### config.mk
export PLATFORM = sky130hd
export DESIGN_NAME = sorted_array_priority_queue_flat
export DESIGN_NICKNAME = d
export VERILOG_FILES = /design/src/sapq_pkg.sv /design/src/sapq_if.sv /design/src/sapq_cell.sv /design/src/sorted_array_priority_queue.sv /design/src/flat_wrapper.sv
export VERILOG_INCLUDE_DIRS = /design/src /design/src/src
export SDC_FILE = /design/constraint.sdc
export NUM_CORES = 1
export LEC_CHECK = 0
export BUFFER_PORTS_ARGS = -buffer_cell sky130_fd_sc_hd__buf_2
export CORE_MARGIN = 2
export CORE_UTILIZATION = 50
export CTS_BUF_LIST = sky130_fd_sc_hd__clkbuf_16
export DETAILED_ROUTE_END_ITERATION = 8
export PLACE_DENSITY = 0.71
export SYNTH_ARGS = -nofsm -noshare
export SYNTH_HDL_FRONTEND = slang
export SYNTH_SLANG_ARGS = --single-unit
export TNS_END_PERCENT = 5
### constraint.sdc
create_clock -name clk -period 5.3 [get_ports clk]
set_input_delay 0.795 -clock clk [delete_from_list [all_inputs] [get_ports clk]]
set_output_delay 0.795 -clock clk [all_outputs]
set_load 0.05 [all_outputs]
### src/assert_macros.svh
// ----------------------------------------------------------------------------
// assert_macros
// Assertion helpers shared by the RTL; empty when NO_ASSERTIONS is set.
// ----------------------------------------------------------------------------
`ifndef ASSERT_MACROS_SVH
`define ASSERT_MACROS_SVH
`ifndef NO_ASSERTIONS
`define ASSERT_ALWAYS(lbl, clk, rst_n, expr) \
    lbl: assert property (@(posedge clk) disable iff (!rst_n) (expr)) \
        else $error("assertion failed");
`define ASSERT_NEXT(lbl, clk, rst_n, ante, cons) \
    lbl: assert property (@(posedge clk) disable iff (!rst_n) (ante) |=> (cons)) \
        else $error("assertion failed");
`else
`define ASSERT_ALWAYS(lbl, clk, rst_n, expr)
`define ASSERT_NEXT(lbl, clk, rst_n, ante, cons)
`endif
`endif

### src/sapq_pkg.sv
// ----------------------------------------------------------------------------
// sapq_pkg
// Types and codes for the sorted-array priority queue.
// ----------------------------------------------------------------------------
package sapq_pkg;

    localparam int DEPTH_DEFAULT = 8;
    localparam int VALUE_W       = 32;
    localparam int COUNT_W       = 4;
    localparam int STATUS_W      = 2;

    localparam logic CMD_INSERT = 1'b0;
    localparam logic CMD_DELETE = 1'b1;

    localparam logic [STATUS_W-1:0] ST_OK        = 2'd0;
    localparam logic [STATUS_W-1:0] ST_FULL      = 2'd1;
    localparam logic [STATUS_W-1:0] ST_EMPTY     = 2'd2;
    localparam logic [STATUS_W-1:0] ST_NOT_FOUND = 2'd3;

    typedef logic signed [VALUE_W-1:0] value_t;

    // per-cycle command broadcast to every cell
    typedef struct packed {
        logic ins_en;
        logic del_en;
    } op_t;

endpackage

### src/sapq_if.sv
// ----------------------------------------------------------------------------
// sapq_req_if / sapq_rsp_if
// Valid/ready channels carrying command and result words.
// ----------------------------------------------------------------------------
interface sapq_req_if;
    logic              valid;
    logic              ready;
    logic              cmd;
    sapq_pkg::value_t  value;

    modport source (output valid, output cmd, output value, input ready);
    modport sink   (input valid, input cmd, input value, output ready);
endinterface

interface sapq_rsp_if;
    logic                             valid;
    logic                             ready;
    logic [sapq_pkg::STATUS_W-1:0]    status;
    logic [sapq_pkg::COUNT_W-1:0]     count;
    sapq_pkg::value_t                 top_value;
    logic                             top_valid;

    modport source (output valid, output status, output count, output top_value,
                    output top_valid, input ready);
    modport sink   (input valid, input status, input count, input top_value,
                    input top_valid, output ready);
endinterface

### src/sapq_cell.sv
// ----------------------------------------------------------------------------
// sapq_cell
// One slot of the sorted row: compares against the broadcast key and
// takes its own, the key, or a neighbour's value.
// ----------------------------------------------------------------------------
module sapq_cell
(
    input  logic              clk,
    input  logic              occ,
    input  sapq_pkg::op_t     op,
    input  sapq_pkg::value_t  key,
    input  sapq_pkg::value_t  left_value,
    input  logic              left_gt,
    input  sapq_pkg::value_t  right_value,
    output sapq_pkg::value_t  value,
    output logic              gt,
    output logic              hit,
    output sapq_pkg::value_t  value_next
);

    sapq_pkg::value_t value_reg;
    logic             boundary;

    // row is descending, so the cells above the key form a prefix
    assign gt       = occ && (value_reg > key);
    assign boundary = !gt && left_gt;
    assign hit      = boundary && occ && (value_reg == key);
    assign value    = value_reg;

    always_comb
    begin
        value_next = value_reg;
        if (op.ins_en && !gt)
        begin
            value_next = boundary ? key : left_value;
        end
        else if (op.del_en && !gt)
        begin
            value_next = right_value;
        end
    end

    always_ff @(posedge clk)
    begin
        value_reg <= value_next;
    end

endmodule

### src/sorted_array_priority_queue.sv
// A result word is registered when its command is taken and is offered in the cycle after.
// Throughput: one command per cycle while each result word is taken; every cell compares and shifts at once.
// The result register frees the input while the previous word is taken.
// Reset (rst_n, async, active low) empties the queue and drops the result;
// slot contents are undefined until written and need no clearing pass.
// ----------------------------------------------------------------------------
// sorted_array_priority_queue
// Descending sorted row of DEPTH signed values with insert and delete.
// ----------------------------------------------------------------------------
`include "assert_macros.svh"

module sorted_array_priority_queue
#(
    parameter int DEPTH = sapq_pkg::DEPTH_DEFAULT
)
(
    input  logic             clk,
    input  logic             rst_n,
    sapq_req_if.sink         req,
    sapq_rsp_if.source       rsp
);

    localparam int CNT_W = $clog2(DEPTH + 1);
    localparam int EXT_W = CNT_W + sapq_pkg::COUNT_W;

    logic [CNT_W-1:0]              count_reg, count_next;
    logic                          rsp_valid_reg;
    logic [sapq_pkg::STATUS_W-1:0] status_reg, status_next;
    logic [sapq_pkg::COUNT_W-1:0]  rsp_count_reg;
    logic                          top_valid_reg;
    sapq_pkg::value_t              top_reg, top_next;

    sapq_pkg::value_t  cell_value [DEPTH];
    sapq_pkg::value_t  cell_next  [DEPTH];
    logic [DEPTH-1:0]  cell_gt;
    logic [DEPTH-1:0]  cell_hit;
    logic [DEPTH-1:0]  cell_occ;
    sapq_pkg::op_t     op;

    logic              accept;
    logic              full;
    logic              empty;
    logic              found;
    logic [EXT_W-1:0]  count_ext;

    assign req.ready = !rsp_valid_reg || rsp.ready;
    assign accept    = req.valid && req.ready;
    assign full      = (count_reg == CNT_W'(DEPTH));
    assign empty     = (count_reg == '0);
    assign found     = |cell_hit;

    assign op.ins_en = accept && (req.cmd == sapq_pkg::CMD_INSERT) && !full;
    assign op.del_en = accept && (req.cmd == sapq_pkg::CMD_DELETE) && found;

    generate
        for (genvar i = 0; i < DEPTH; i++)
        begin : g_cell
            sapq_pkg::value_t left_v;
            sapq_pkg::value_t right_v;
            logic             left_g;

            assign cell_occ[i] = (CNT_W'(i) < count_reg);

            if (i == 0)
            begin : g_first
                assign left_v = '0;
                assign left_g = 1'b1;
            end
            else
            begin : g_mid
                assign left_v = cell_value[i-1];
                assign left_g = cell_gt[i-1];
            end

            if (i == DEPTH - 1)
            begin : g_last
                assign right_v = '0;
            end
            else
            begin : g_inner
                assign right_v = cell_value[i+1];
            end

            sapq_cell u_cell
            (
                .clk         (clk),
                .occ         (cell_occ[i]),
                .op          (op),
                .key         (req.value),
                .left_value  (left_v),
                .left_gt     (left_g),
                .right_value (right_v),
                .value       (cell_value[i]),
                .gt          (cell_gt[i]),
                .hit         (cell_hit[i]),
                .value_next  (cell_next[i])
            );
        end
    endgenerate

    always_comb
    begin
        count_next  = count_reg;
        status_next = sapq_pkg::ST_OK;
        if (req.cmd == sapq_pkg::CMD_INSERT)
        begin
            if (full)
                status_next = sapq_pkg::ST_FULL;
            else
                count_next = count_reg + CNT_W'(1);
        end
        else
        begin
            if (empty)
                status_next = sapq_pkg::ST_EMPTY;
            else if (!found)
                status_next = sapq_pkg::ST_NOT_FOUND;
            else
                count_next = count_reg - CNT_W'(1);
        end
        top_next = (count_next == '0) ? '0 : cell_next[0];
    end

    assign count_ext = {{sapq_pkg::COUNT_W{1'b0}}, count_next};

    always_ff @(posedge clk or negedge rst_n)
    begin
        if (!rst_n)
        begin
            count_reg     <= '0;
            rsp_valid_reg <= 1'b0;
        end
        else
        begin
            if (accept)
            begin
                count_reg     <= count_next;
                rsp_valid_reg <= 1'b1;
            end
            else if (rsp.ready)
            begin
                rsp_valid_reg <= 1'b0;
            end
        end
    end

    // count field wraps for deep rows, so top_valid comes from the full count
    always_ff @(posedge clk)
    begin
        if (accept)
        begin
            status_reg    <= status_next;
            rsp_count_reg <= count_ext[sapq_pkg::COUNT_W-1:0];
            top_valid_reg <= (count_next != '0);
            top_reg       <= top_next;
        end
    end

    assign rsp.valid     = rsp_valid_reg;
    assign rsp.status    = status_reg;
    assign rsp.count     = rsp_count_reg;
    assign rsp.top_value = top_reg;
    assign rsp.top_valid = top_valid_reg;

    `ASSERT_ALWAYS(a_count_bound, clk, rst_n, count_reg <= CNT_W'(DEPTH))
    `ASSERT_NEXT(a_accept_gives_word, clk, rst_n, accept, rsp_valid_reg)
    `ASSERT_NEXT(a_insert_grows, clk, rst_n, op.ins_en, count_reg == $past(count_reg) + CNT_W'(1))
    `ASSERT_ALWAYS(a_front_sorted, clk, rst_n, (count_reg < CNT_W'(2)) || (cell_value[0] >= cell_value[1]))

endmodule
### src/flat_wrapper.sv
// flat-port wrapper written by rule: the top's interface ports become plain ports
module sorted_array_priority_queue_flat 
#(
    parameter int DEPTH = sapq_pkg::DEPTH_DEFAULT
)
  (clk, rst_n, req_valid, req_cmd, req_value, req_ready, rsp_valid, rsp_status, rsp_count, rsp_top_value, rsp_top_valid, rsp_ready);
  sapq_req_if req_i ();
  sapq_rsp_if rsp_i ();
  input  logic clk;
  input  logic rst_n;
  input wire logic [$bits(req_i.valid)-1:0] req_valid;
  input wire logic [$bits(req_i.cmd)-1:0] req_cmd;
  input wire logic [$bits(req_i.value)-1:0] req_value;
  output wire logic [$bits(req_i.ready)-1:0] req_ready;
  output wire logic [$bits(rsp_i.valid)-1:0] rsp_valid;
  output wire logic [$bits(rsp_i.status)-1:0] rsp_status;
  output wire logic [$bits(rsp_i.count)-1:0] rsp_count;
  output wire logic [$bits(rsp_i.top_value)-1:0] rsp_top_value;
  output wire logic [$bits(rsp_i.top_valid)-1:0] rsp_top_valid;
  input wire logic [$bits(rsp_i.ready)-1:0] rsp_ready;
  assign req_i.valid = req_valid;
  assign req_i.cmd = req_cmd;
  assign req_i.value = req_value;
  assign req_ready = req_i.ready;
  assign rsp_valid = rsp_i.valid;
  assign rsp_status = rsp_i.status;
  assign rsp_count = rsp_i.count;
  assign rsp_top_value = rsp_i.top_value;
  assign rsp_top_valid = rsp_i.top_valid;
  assign rsp_i.ready = rsp_ready;
  sorted_array_priority_queue #(.DEPTH(DEPTH)) u_core (.clk(clk), .rst_n(rst_n), .req(req_i), .rsp(rsp_i));
endmodule
# --- Word-level counts from Yosys, hierarchy flattened ---
# Index checks and enable logic that the tools add are counted.
classes:
  muxes: 34
  bitwise: 1
  n_addsub: 2
  reduce_logical: 75
  eq_ne: 9
  order_cmp: 16
op_table:
  columns: ["operator", "count"]
  rows:
  - ["2-to-1 mux 32 bit", 24]
  - ["equality test 32 bit", 8]
  - ["greater-than comparator 32 bit", 8]
  - ["logical AND 1 bit", 52]
  - ["less-than comparator 3 x 4 -> 1 bit (first input constant)", 4]
  - ["2-to-1 mux 4 bit", 4]
  - ["nonzero test 2 bit", 8]
  - ["logical NOT 1 bit", 10]
  - ["logical NOT 4 bit", 2]
  - ["less-than comparator 1 x 4 -> 1 bit (first input constant)", 2]
  - ["less-than comparator 2 x 4 -> 1 bit (first input constant)", 2]
  - ["OR reduction 8 bit", 1]
  - ["2-to-1 mux 2 bit", 3]
  - ["adder 4 x 1 -> 4 bit (second input constant)", 1]
  - ["equality test 4 bit (second input constant)", 1]
  - ["nonzero test 4 bit", 1]
  - ["subtractor 4 x 1 -> 4 bit (second input constant)", 1]
  - ["2-to-1 mux 1 bit", 3]
  - ["logical OR 1 bit", 1]
  - ["NOT 1 bit", 1]
word_totals:
  inputBits: 37
  register_bits: 300
  output_inout_bits: 41
  elab_cells: 151

# --- Logic depth before layout (Yosys ltp) ---
# Gate-level depths: netlist of run 1.
logic_depth:
  word_depth: 11
  ltp_mapped: 15
  depth_no_buf: 13

# --- Modules after synthesis ---
# Synthesis of run 1 repeated with hierarchy kept, for this count alone.
unflattened:
  cells_unflattened: 3293
  hier_area_um2: 26740.6
by_module_without_submodules:
  columns: ["mod", "cells_per_inst", "n_inst", "area_per_inst_um2", "seq_area_each_um2"]
  rows:
  - ["sapq_cell", 387, 8, 3030.4, 640.6]
  - ["sorted_array_priority_queue", 197, 1, 2497.4, 1296.2]

# --- Worst setup path after synthesis of run 1 ---
# OpenSTA, ideal clock, no wires.
synth_path:
  kind: "input-to-reg"
  start: "input req_value[13]"
  end: "register u_core.g_cell[4].u_cell.value_reg[0], enable pin"
  required_time_ps: 4868
  setup_slack_ps: -369
  path_stages: 12
  t_arrival_ps: 5237
  path_cell_list: "clkinv_1 -> ha_1 -> a21o_1 -> a21o_1 -> a221oi_1 -> a31oi_1 -> a2111oi_2 -> mux2_2 -> o311a_1 -> a31oi_2 -> nand2_1 -> a21oi_1"
synth_between:
  elab_chain_cells: 10
  word_cells_on_any_way: 60
  cone_classes: "8 x order compare; 8 x eq/ne; 44 x reduce/logical"
synth_lines:
  columns: ["item", "line_no", "rtl"]
  rows:
  - ["start: declaration", "flat_wrapper.sv:13", "input wire logic [$bits(req_i.value)-1:0] req_value;"]
  - ["greater-than comparator 32 bit", "sapq_cell.sv:25", "assign gt = occ && (value_reg > key);"]
  - ["logical AND 1 bit", "sapq_cell.sv:25", null]
  - ["logical NOT 1 bit (on tied branches)", "sapq_cell.sv:26, sapq_cell.sv:33, sapq_cell.sv:37", null]
  - ["logical AND 1 bit", "sapq_cell.sv:26", "assign boundary = !gt && left_gt;"]
  - ["logical AND 1 bit (2 in a row)", "sapq_cell.sv:27", "assign hit = boundary && occ && (value_reg == key);"]
  - ["OR reduction 8 bit", "sorted_array_priority_queue.sv:50", "assign found = |cell_hit;"]
  - ["logical AND 1 bit", "sorted_array_priority_queue.sv:53", "assign op.del_en = accept && (req.cmd == sapq_pkg::CMD_DELETE) && found;"]
  - ["logical AND 1 bit", "sapq_cell.sv:37", "else if (op.del_en && !gt)"]
  - ["nonzero test 2 bit (no line) *", null, null]
  - ["end signal: assignment", "sapq_cell.sv:45", "value_reg <= value_next;"]
  - ["end: declaration", "sapq_cell.sv:21", "sapq_pkg::value_t value_reg;"]
# Every way passes the cells marked *; elsewhere a longest branch is shown, timed or not.
# A chain may end at the register's enable or synchronous reset.

# --- Final worst setup path of run 1 ---
layout_path:
  start: "input req_value[15]"
  end: "register u_core.top_reg[1] (netlist: u_core.rsp.top_value[1]), data pin"
layout_between:
  elab_chain_cells: 11
  word_cells_on_any_way: 66
  cone_classes: "8 x order compare; 8 x eq/ne; 6 x mux; 44 x reduce/logical"
layout_lines:
  columns: ["item", "line_no", "rtl"]
  rows:
  - ["greater-than comparator 32 bit", "sapq_cell.sv:25", null]
  - ["logical AND 1 bit", "sapq_cell.sv:25", null]
  - ["logical NOT 1 bit", "sapq_cell.sv:26", null]
  - ["logical AND 1 bit", "sapq_cell.sv:26", null]
  - ["logical AND 1 bit (2 in a row)", "sapq_cell.sv:27", null]
  - ["OR reduction 8 bit *", "sorted_array_priority_queue.sv:50", null]
  - ["2-to-1 mux 4 bit *", "sorted_array_priority_queue.sv:116", "else if (!found)"]
  - ["2-to-1 mux 4 bit *", "sorted_array_priority_queue.sv:114", "if (empty)"]
  - ["2-to-1 mux 4 bit *", "sorted_array_priority_queue.sv:105", "if (req.cmd == sapq_pkg::CMD_INSERT)"]
  - ["named net u_core.count_next[2]", "sorted_array_priority_queue.sv:26", "logic [CNT_W-1:0] count_reg, count_next;"]
  - ["logical NOT 4 bit *", "sorted_array_priority_queue.sv:121", "top_next = (count_next == '0) ? '0 : cell_next[0];"]
  - ["end signal: assignment", "sorted_array_priority_queue.sv:155", "top_reg <= top_next;"]
  - ["end: declaration", "sorted_array_priority_queue.sv:31", "sapq_pkg::value_t top_reg, top_next;"]
# Mark *: on every way through the listed nets, which the timed path passes. The rest lies on a longest branch.

==> results of run 1 <==
## per-layer routing
| layer | global-route usage, % | up-vias |
|---|---|---|
| met2 | 47.9 | 558 |
| met5 | 0 | - |
| met1 | 35.1 | 8357 |
| met4 | 8.66 | 0 |
| met3 | 2.96 | 120 |
| li1 | - | 8294 |
## where the power goes
group	internal, W	switching [W]	leakage (nW)
clock network	0.00125	0.000986	0.567
registers	0.00319	0.000317	2.77
logic	0.00149	0.00275	6.39
total	0.00593	0.00405	9.73
## logic make-up after synthesis
logic type	after synthesis	share of synthesized area (%)
compound gates	673	18.4
buf+inv	156	3.32
flops	300	42.7
mux	41	2.07
xor+xnor	9	0.426
fa+ha+maj	259	16.0
simple gates	755	17.1
## critical path: stages
cell and delay (ns):
buf_2 0.10, clkinv_1 0.26, ha_1 0.43, nand4_1 0.18
or4_1 0.60, a21o_1 0.18, a31oi_1 0.53, a2111oi_2 0.17
mux2_4 0.36, nor4_4 0.36, buf_4 0.20, a2111oi_1 0.07
a211o_1 0.30, nor4_4 0.27, buf_12 0.27, nor2b_1 0.08
## path summary, 6_finish.rpt
path                                                   start                 endpoint  cells past startpoint
setup / recovery                               req_value[15]  u_core.rsp.top_value[1]                     16
min in group clk                                   req_valid         u_core.rsp.valid                      2
hold / removal                                         rst_n      u_core.count_reg[0]                      1
setup reg to reg           u_core.g_cell[5].u_cell.value[15]  u_core.rsp.top_value[1]                     14
max in group asynchronous                              rst_n      u_core.count_reg[2]                      1
hold reg to reg                             u_core.rsp.valid         u_core.rsp.valid                      2
## final cells by class
class / count / area, um^2
Clock buffer: 37 / 926
Clock inverter: 25 / 100
Fill cell: 3405 / 16800
Inverter: 51 / 191
Multi-Input combinational cell: 1737 / 11000
Sequential cell: 300 / 8660
Tap cell: 525 / 657
Timing Repair Buffer: 196 / 1530
## metrics by stage
| step | area, um^2 | TNS [ns] | hold slack (ns) | utilization, % |
|---|---|---|---|---|
| floorplan | 20300 | -42.12 | 0.480 | - |
| global placement | 22000 | 0 | 0.500 | 55.2 |
| detailed placement | 22000 | 0 | 0.516 | 55.2 |
| CTS | 23100 | 0 | 0.0897 | 57.8 |
| global route | 23100 | 0 | 0.103 | 57.8 |
| finish | 23100 | 0 | 0.116 | 57.8 |
## cell usage after synthesis, types with 5 or more instances
cell type	number
xnor2_1	6
nor3_1	7
o211ai_1	5
nand3_1	21
nor4_1	8
and3_1	9
a22oi_1	6
edfxtp_1	263
nor2b_1	14
mux2i_1	37
a211oi_1	9
buf_1	5
dfxtp_1	32
a21oi_1	339
nor2_1	311
a221o_1	7
nand4_1	48
a21o_1	37
clkinv_1	32
nand2b_1	9
nor3b_1	6
clkbuf_1	86
o21ai_0	227
inv_1	18
and4_1	8
ha_1	259
nor2b_2	29
nand2_1	257
dfrtp_1	5
or2b_2	5
==> impl_metrics.env, run 1 <==
export IMPL_place_gp_congestion=0.944
export IMPL_hold_viol=0
export IMPL_drv_slew=0
export IMPL_area_growth_pct=13.9
export IMPL_placed_cells=2809
export IMPL_antenna_found_initial=0
export IMPL_dieArea_um2=42200
export IMPL_dr_pass1_iters=5
export IMPL_grt_use_total_pct=27.3
export IMPL_ctsRootBufferMaster="clkbuf_16"
export IMPL_highest_layer="met4"
export IMPL_synth_top_area_share_pct=39.0
export IMPL_crit_type="in -> reg"
export IMPL_ctsHoldBuffers=0
export IMPL_grt_max_degree=65
export IMPL_syn_area_um2=20300
export IMPL_min_period_ns=4.90
export IMPL_drtIter0Drc=1186
export IMPL_grt_pass1_wl_um=90900
export IMPL_grt_ovfl_total=0
export IMPL_initial_core_util_pct=50.8
export IMPL_hold_path_class="in -> async"
export IMPL_wire_per_inst_um=20.0
export IMPL_cts_buffer_depth=3
export IMPL_core_um2=39900
export IMPL_synth_enable_flop_cells=263
export IMPL_cts_made_buffers=35
export IMPL_hpwl_um=42800
export IMPL_rows=73
export IMPL_drive_above_1_share_pct=13.5
export IMPL_final_cell_mix="336 x a21oi_1, 311 x nor2_1, 263 x edfxtp_1, 259 x ha_1, 247 x nand2_1"
export IMPL_numPortBuffers=77
export IMPL_die_h_um=205
export IMPL_cts_sinks=300
export IMPL_fin_nets=2617
export IMPL_cp_max_fo=33
export IMPL_vias=17300
export IMPL_max_freq_ghz=0.204
export IMPL_powerDensity_nw_per_um2=432
export IMPL_antenna_cells=0
export IMPL_slew_headroom_pct=25.2
export IMPL_maxCapViolations=0
export IMPL_routed_wl_um=57300
export IMPL_outcome="complete, no violations"
export IMPL_synth_area_leaders="edfxtp_1 39%, ha_1 16%, a21oi_1 8.4%, nor2_1 5.8%, o21ai_0 5.6%"
export IMPL_met1Wirelength_um=24300
export IMPL_met3_length_um=3160
export IMPL_peakVddDrop_mv=0.349
export IMPL_synth_seq_cells=300
export IMPL_drc=0
export IMPL_cts_resized=0
export IMPL_num_io_pins=78
export IMPL_syn_num_nets=2489
export IMPL_yosysSeqAreaShare_pct=42.7
export IMPL_clk_pin_slew_ns=0.06
export IMPL_largest_reg_flops=256
export IMPL_synth_ff_type="edfxtp_1"
export IMPL_r2r_slack_ns=0.64
export IMPL_finalPower_w=0.00998
export IMPL_yosysTopAreaCell="edfxtp_1"
export IMPL_synth_distinct_cells=80
export IMPL_post_route_period_util_pct=92.5
export IMPL_post_cts_buffers=0
export IMPL_die_x_um=205
export IMPL_avgViaCountPerCell=6.04
export IMPL_met2RoutedLength_um=28400
export IMPL_h_tree_depth=2
export IMPL_pre_cts_ws_ns=0.0708
export IMPL_synthArstFlopShare_pct=1.67
export IMPL_finalClockSkew_ns=0.0182
export IMPL_synth_avg_cell_area_um2=9.24
export IMPL_crit_required_ns=5.57
export IMPL_fin_ws_ns=0.395
export IMPL_worstSetupEndpointType="flip-flop"
export IMPL_clock_latency_ns=0.54
export IMPL_cts_tree="built"
export IMPL_cp_start_kind="input pin"
export IMPL_postRouteAntennaNets=0
export IMPL_rsz0062_at_grt="no"
export IMPL_grt_pass1_vias=17100
export IMPL_stdcell_count=2871
export IMPL_worst_slew_pin_slew_ns=1.12
export IMPL_p_leak_nw=9.73
export IMPL_finalSetupViolations=0
export IMPL_final_common_cell="a21oi_1"
export IMPL_yosys_warnings=0
export IMPL_syn_inst=2193
export IMPL_cp_arrival_ns=5.18
Power figures use the tool's default switching activity.
==> inputs of run 2 (changes only) <==
Settings changed: SYNTH_HIERARCHICAL from default to 1, TNS_END_PERCENT 5 to default.
==> run 2 against run 1 <==
Total power increased by 82%. Non-clock buffer count is 19 lower. Clock skew rose by 0.011 ns. Combinational power increased by 140%. Via count rose by 45%. Cell area up 28%. Critical path depth grew 4. Critical endpoint is now u_core/g_cell[3].u_cell/value[14]. Largest cell class unchanged. Highest routed layer unchanged.
==> impl_metrics.env, run 2 <==
export IMPL_cp_arrival_ns=5.48
export IMPL_p_sw_share_pct=46.1
export IMPL_dieArea_um2=55300
export IMPL_grt_pass1_wl_um=123000
export IMPL_syn_area_um2=26700
export IMPL_numPortBuffers=77
export IMPL_peakVddDrop_mv=0.505
export IMPL_max_freq_ghz=0.201
export IMPL_finalSetupViolations=0
export IMPL_cts_sinks=300
export IMPL_yosys_warnings=6
export IMPL_place_gp_congestion=0.891
export IMPL_avgViaCountPerCell=6.21
export IMPL_critical_path_max_stage_delay_ns=0.69
export IMPL_cts_resized=0
export IMPL_final_cell_mix="496 x nand3_1, 400 x nand2_1, 326 x inv_1, 259 x ha_1, 256 x dfxtp_1"
export IMPL_wire_per_inst_um=18.1
export IMPL_synth_avg_cell_area_um2=8.12
export IMPL_crit_required_ns=5.81
export IMPL_rows=84
export IMPL_cp_max_fo=33
export IMPL_setup_tns_final_ns=0
export IMPL_initial_core_util_pct=50.7
export IMPL_hpwl_um=54000
export IMPL_fin_hold_ws_ns=0.0434
export IMPL_syn_inst=3293
export IMPL_outcome="complete, no violations"
export IMPL_min_period_ns=4.97
export IMPL_grt_max_degree=63
export IMPL_seqPwrFrac_pct=29.0
export IMPL_hold_viol=0
export IMPL_synth_common_cells="496 x nand3_1, 400 x nand2_1, 318 x inv_1"
export IMPL_core_um2=52800
export IMPL_drtIter0Drc=1864
export IMPL_finalCoreUtilization_pct=56.0
export IMPL_hold_path_class="in -> async"
export IMPL_drv_slew=0
export IMPL_cts_tree="built"
export IMPL_switchingPower_w=0.00834
export IMPL_ctsRootBufferMaster="clkbuf_16"
export IMPL_dr_pass1_iters=5
export IMPL_path_cells="buf_2 -> inv_1 -> ha_1 -> nand4_1 -> nor4_1 -> o21ai_0 -> a31oi_2 -> nor3_4 -> nor2_4 -> nand2_1 -> nor2_1 -> buf_4 -> or4_1 -> nor2_1 -> nor3_2 -> buf_4 -> nor2b_4 -> buf_12 -> nand3_1 -> nand3_1"
export IMPL_fin_nets=3639
export IMPL_die_x_um=235
export IMPL_nFillCells=4930
export IMPL_powerDensity_nw_per_um2=613
export IMPL_post_route_period_util_pct=93.8
export IMPL_stdcell_count=4059
export IMPL_crit_type="in -> reg"
export IMPL_synth_ff_type="dfxtp_1"
export IMPL_worst_slew_pin_slew_ns=1.19
export IMPL_worstSetupEndpointType="flip-flop"
export IMPL_crit_slowest_cell="nor2b_4"
export IMPL_num_io_pins=78
export IMPL_ctsHoldBuffers=0
export IMPL_slew_headroom_pct=20.9
export IMPL_post_cts_buffers=0
export IMPL_vias=25200
export IMPL_pwr_share_comb_pct=57.0
export IMPL_antenna_found_initial=3
export IMPL_yosysSeqAreaShare_pct=24.0
export IMPL_area_growth_pct=10.6
export IMPL_synth_seq_cells=300
export IMPL_drc=0
export IMPL_finalPower_w=0.0181
export IMPL_synthArstFlopShare_pct=1.67
export IMPL_final_common_cell="nand3_1"
export IMPL_drive_above_1_share_pct=17.6
export IMPL_routed_wl_um=73500
export IMPL_synth_area_leaders="dfxtp_1 19%, ha_1 12%, mux2_2 10%, nand3_1 9.3%, a2bb2oi_1 7.9%"
export IMPL_grt_use_total_pct=26.1
export IMPL_clock_latency_ns=0.57
export IMPL_cts_buffer_depth=3
export IMPL_grt_pass1_vias=23500
export IMPL_clk_pin_slew_ns=0.06
export IMPL_h_tree_depth=2
export IMPL_synth_most_common_cell="nand3_1"
export IMPL_die_h_um=235
export IMPL_rsz0062_at_grt="no"
export IMPL_cts_made_buffers=36
export IMPL_postRouteAntennaNets=0
export IMPL_p_int_w=0.00977
export IMPL_p_leak_nw=12.7
export IMPL_maxCapViolations=0
export IMPL_cp_start_kind="input pin"
export IMPL_synth_top_area_share_pct=19.2
export IMPL_synth_distinct_cells=61
export IMPL_synth_enable_flop_cells=39
export IMPL_finalClockSkew_ns=0.0288
export IMPL_yosysTopAreaCell="dfxtp_1"
export IMPL_grt_ovfl_total=0
export IMPL_largest_reg_flops=256
export IMPL_placed_cells=3993
export IMPL_p_clk_share_pct=14.0
-- run 2: changes by cell type in the layout (fill, tap and decap cells not counted), sizes merged, moves of 143 or more --
cell     delta
a21oi     -217
a2bb2oi   +240
a32oi     +240
dfxtp     +224
edfxtp    -224
inv       +297
mux2      +244
nand2     +143
nand3     +475
nor2      -245
o21ai     -182
-- run 2: critical path, delay by kind of cell --
kind / cells / cell delay, ns
AO/OA/AOI/OAI: 2 / 0.63
AND/OR/NAND/NOR: 12 / 2.57
buffers and inverters: 5 / 1.10
adder cells (fa/ha/maj): 1 / 0.33
-- run 2: power by group through the flow --
stage               logic, W  clock network (W)  registers, W
CTS                   0.0103            0.00258       0.00519
floorplan            0.00828                  0       0.00492
global route          0.0115            0.00266       0.00546
global placement      0.0101                  0       0.00516
finish                0.0103            0.00253       0.00525
detailed placement    0.0102                  0       0.00523
-- run 2: final timing paths --
| path | depth (start not counted) | slack, ns | to | startpoint |
|---|---|---|---|---|
| setup / recovery | 20 | 0.33 | u_core/g_cell[3].u_cell/value[14] | req_value[14] |
| hold / removal | 1 | 0.04 | u_core/count_reg[2] | rst_n |
| setup reg to reg | 18 | 0.57 | u_core/g_cell[3].u_cell/value[14] | u_core/g_cell[6].u_cell/value[14] |
| hold reg to reg | 2 | 0.54 | u_core/g_cell[6].u_cell/value[23] | u_core/g_cell[7].u_cell/value[23] |
| max in group asynchronous | 1 | 5.13 | u_core/rsp.valid | rst_n |
| min in group clk | 2 | 0.45 | u_core/rsp.valid | req_valid |
-- run 2: logic make-up (layout without fill, tap and decap cells) --
group | Yosys count | after routing | synth area share [%]
multiplexers | 249 | 249 | 10.5
adder cells (fa/ha/maj) | 259 | 259 | 12.1
flip-flops | 300 | 300 | 24.0
AO/OA/AOI/OAI | 806 | 806 | 24.8
other | 2 | 98 | 0.0281
buffers and inverters | 580 | 562 | 8.90
AND/OR/NAND/NOR | 1097 | 1097 | 19.7
-- run 2: per-stage QoR --
| stage | area (um^2) | setup slack [ns] |
|---|---|---|
| 2_1_floorplan | 27100 | 0.237 |
| 3_3_place_gp | 28400 | 0.0441 |
| 3_5_place_dp | 28400 | -0.0928 |
| 4_1_cts | 29600 | 0.457 |
| 5_1_grt | 29600 | 0.0397 |
| 6_report | 29600 | 0.327 |
-- run 2: cell type report --
cell class              instances  area, um^2  share of cell area [%]
clock inverters                26         231                   0.783
repair buffers                177        1340                    4.52
multi-input cells            2506       18600                    62.8
diodes                          3        7.51                  0.0254
inverters                     322        1210                    4.09
flip-flops and latches        300        6420                    21.7
clock buffers                  37         926                    3.13
well taps                     688         861                    2.91
-- run 2: per-layer routing --
layer,up-vias,GRT usage (%),part of all wire [%]
li1,12300,-,-
met3,97,2.94,5.2
met4,0,7.37,2.5
met5,-,0,0
met2,767,41.2,45
met1,12000,37.4,48
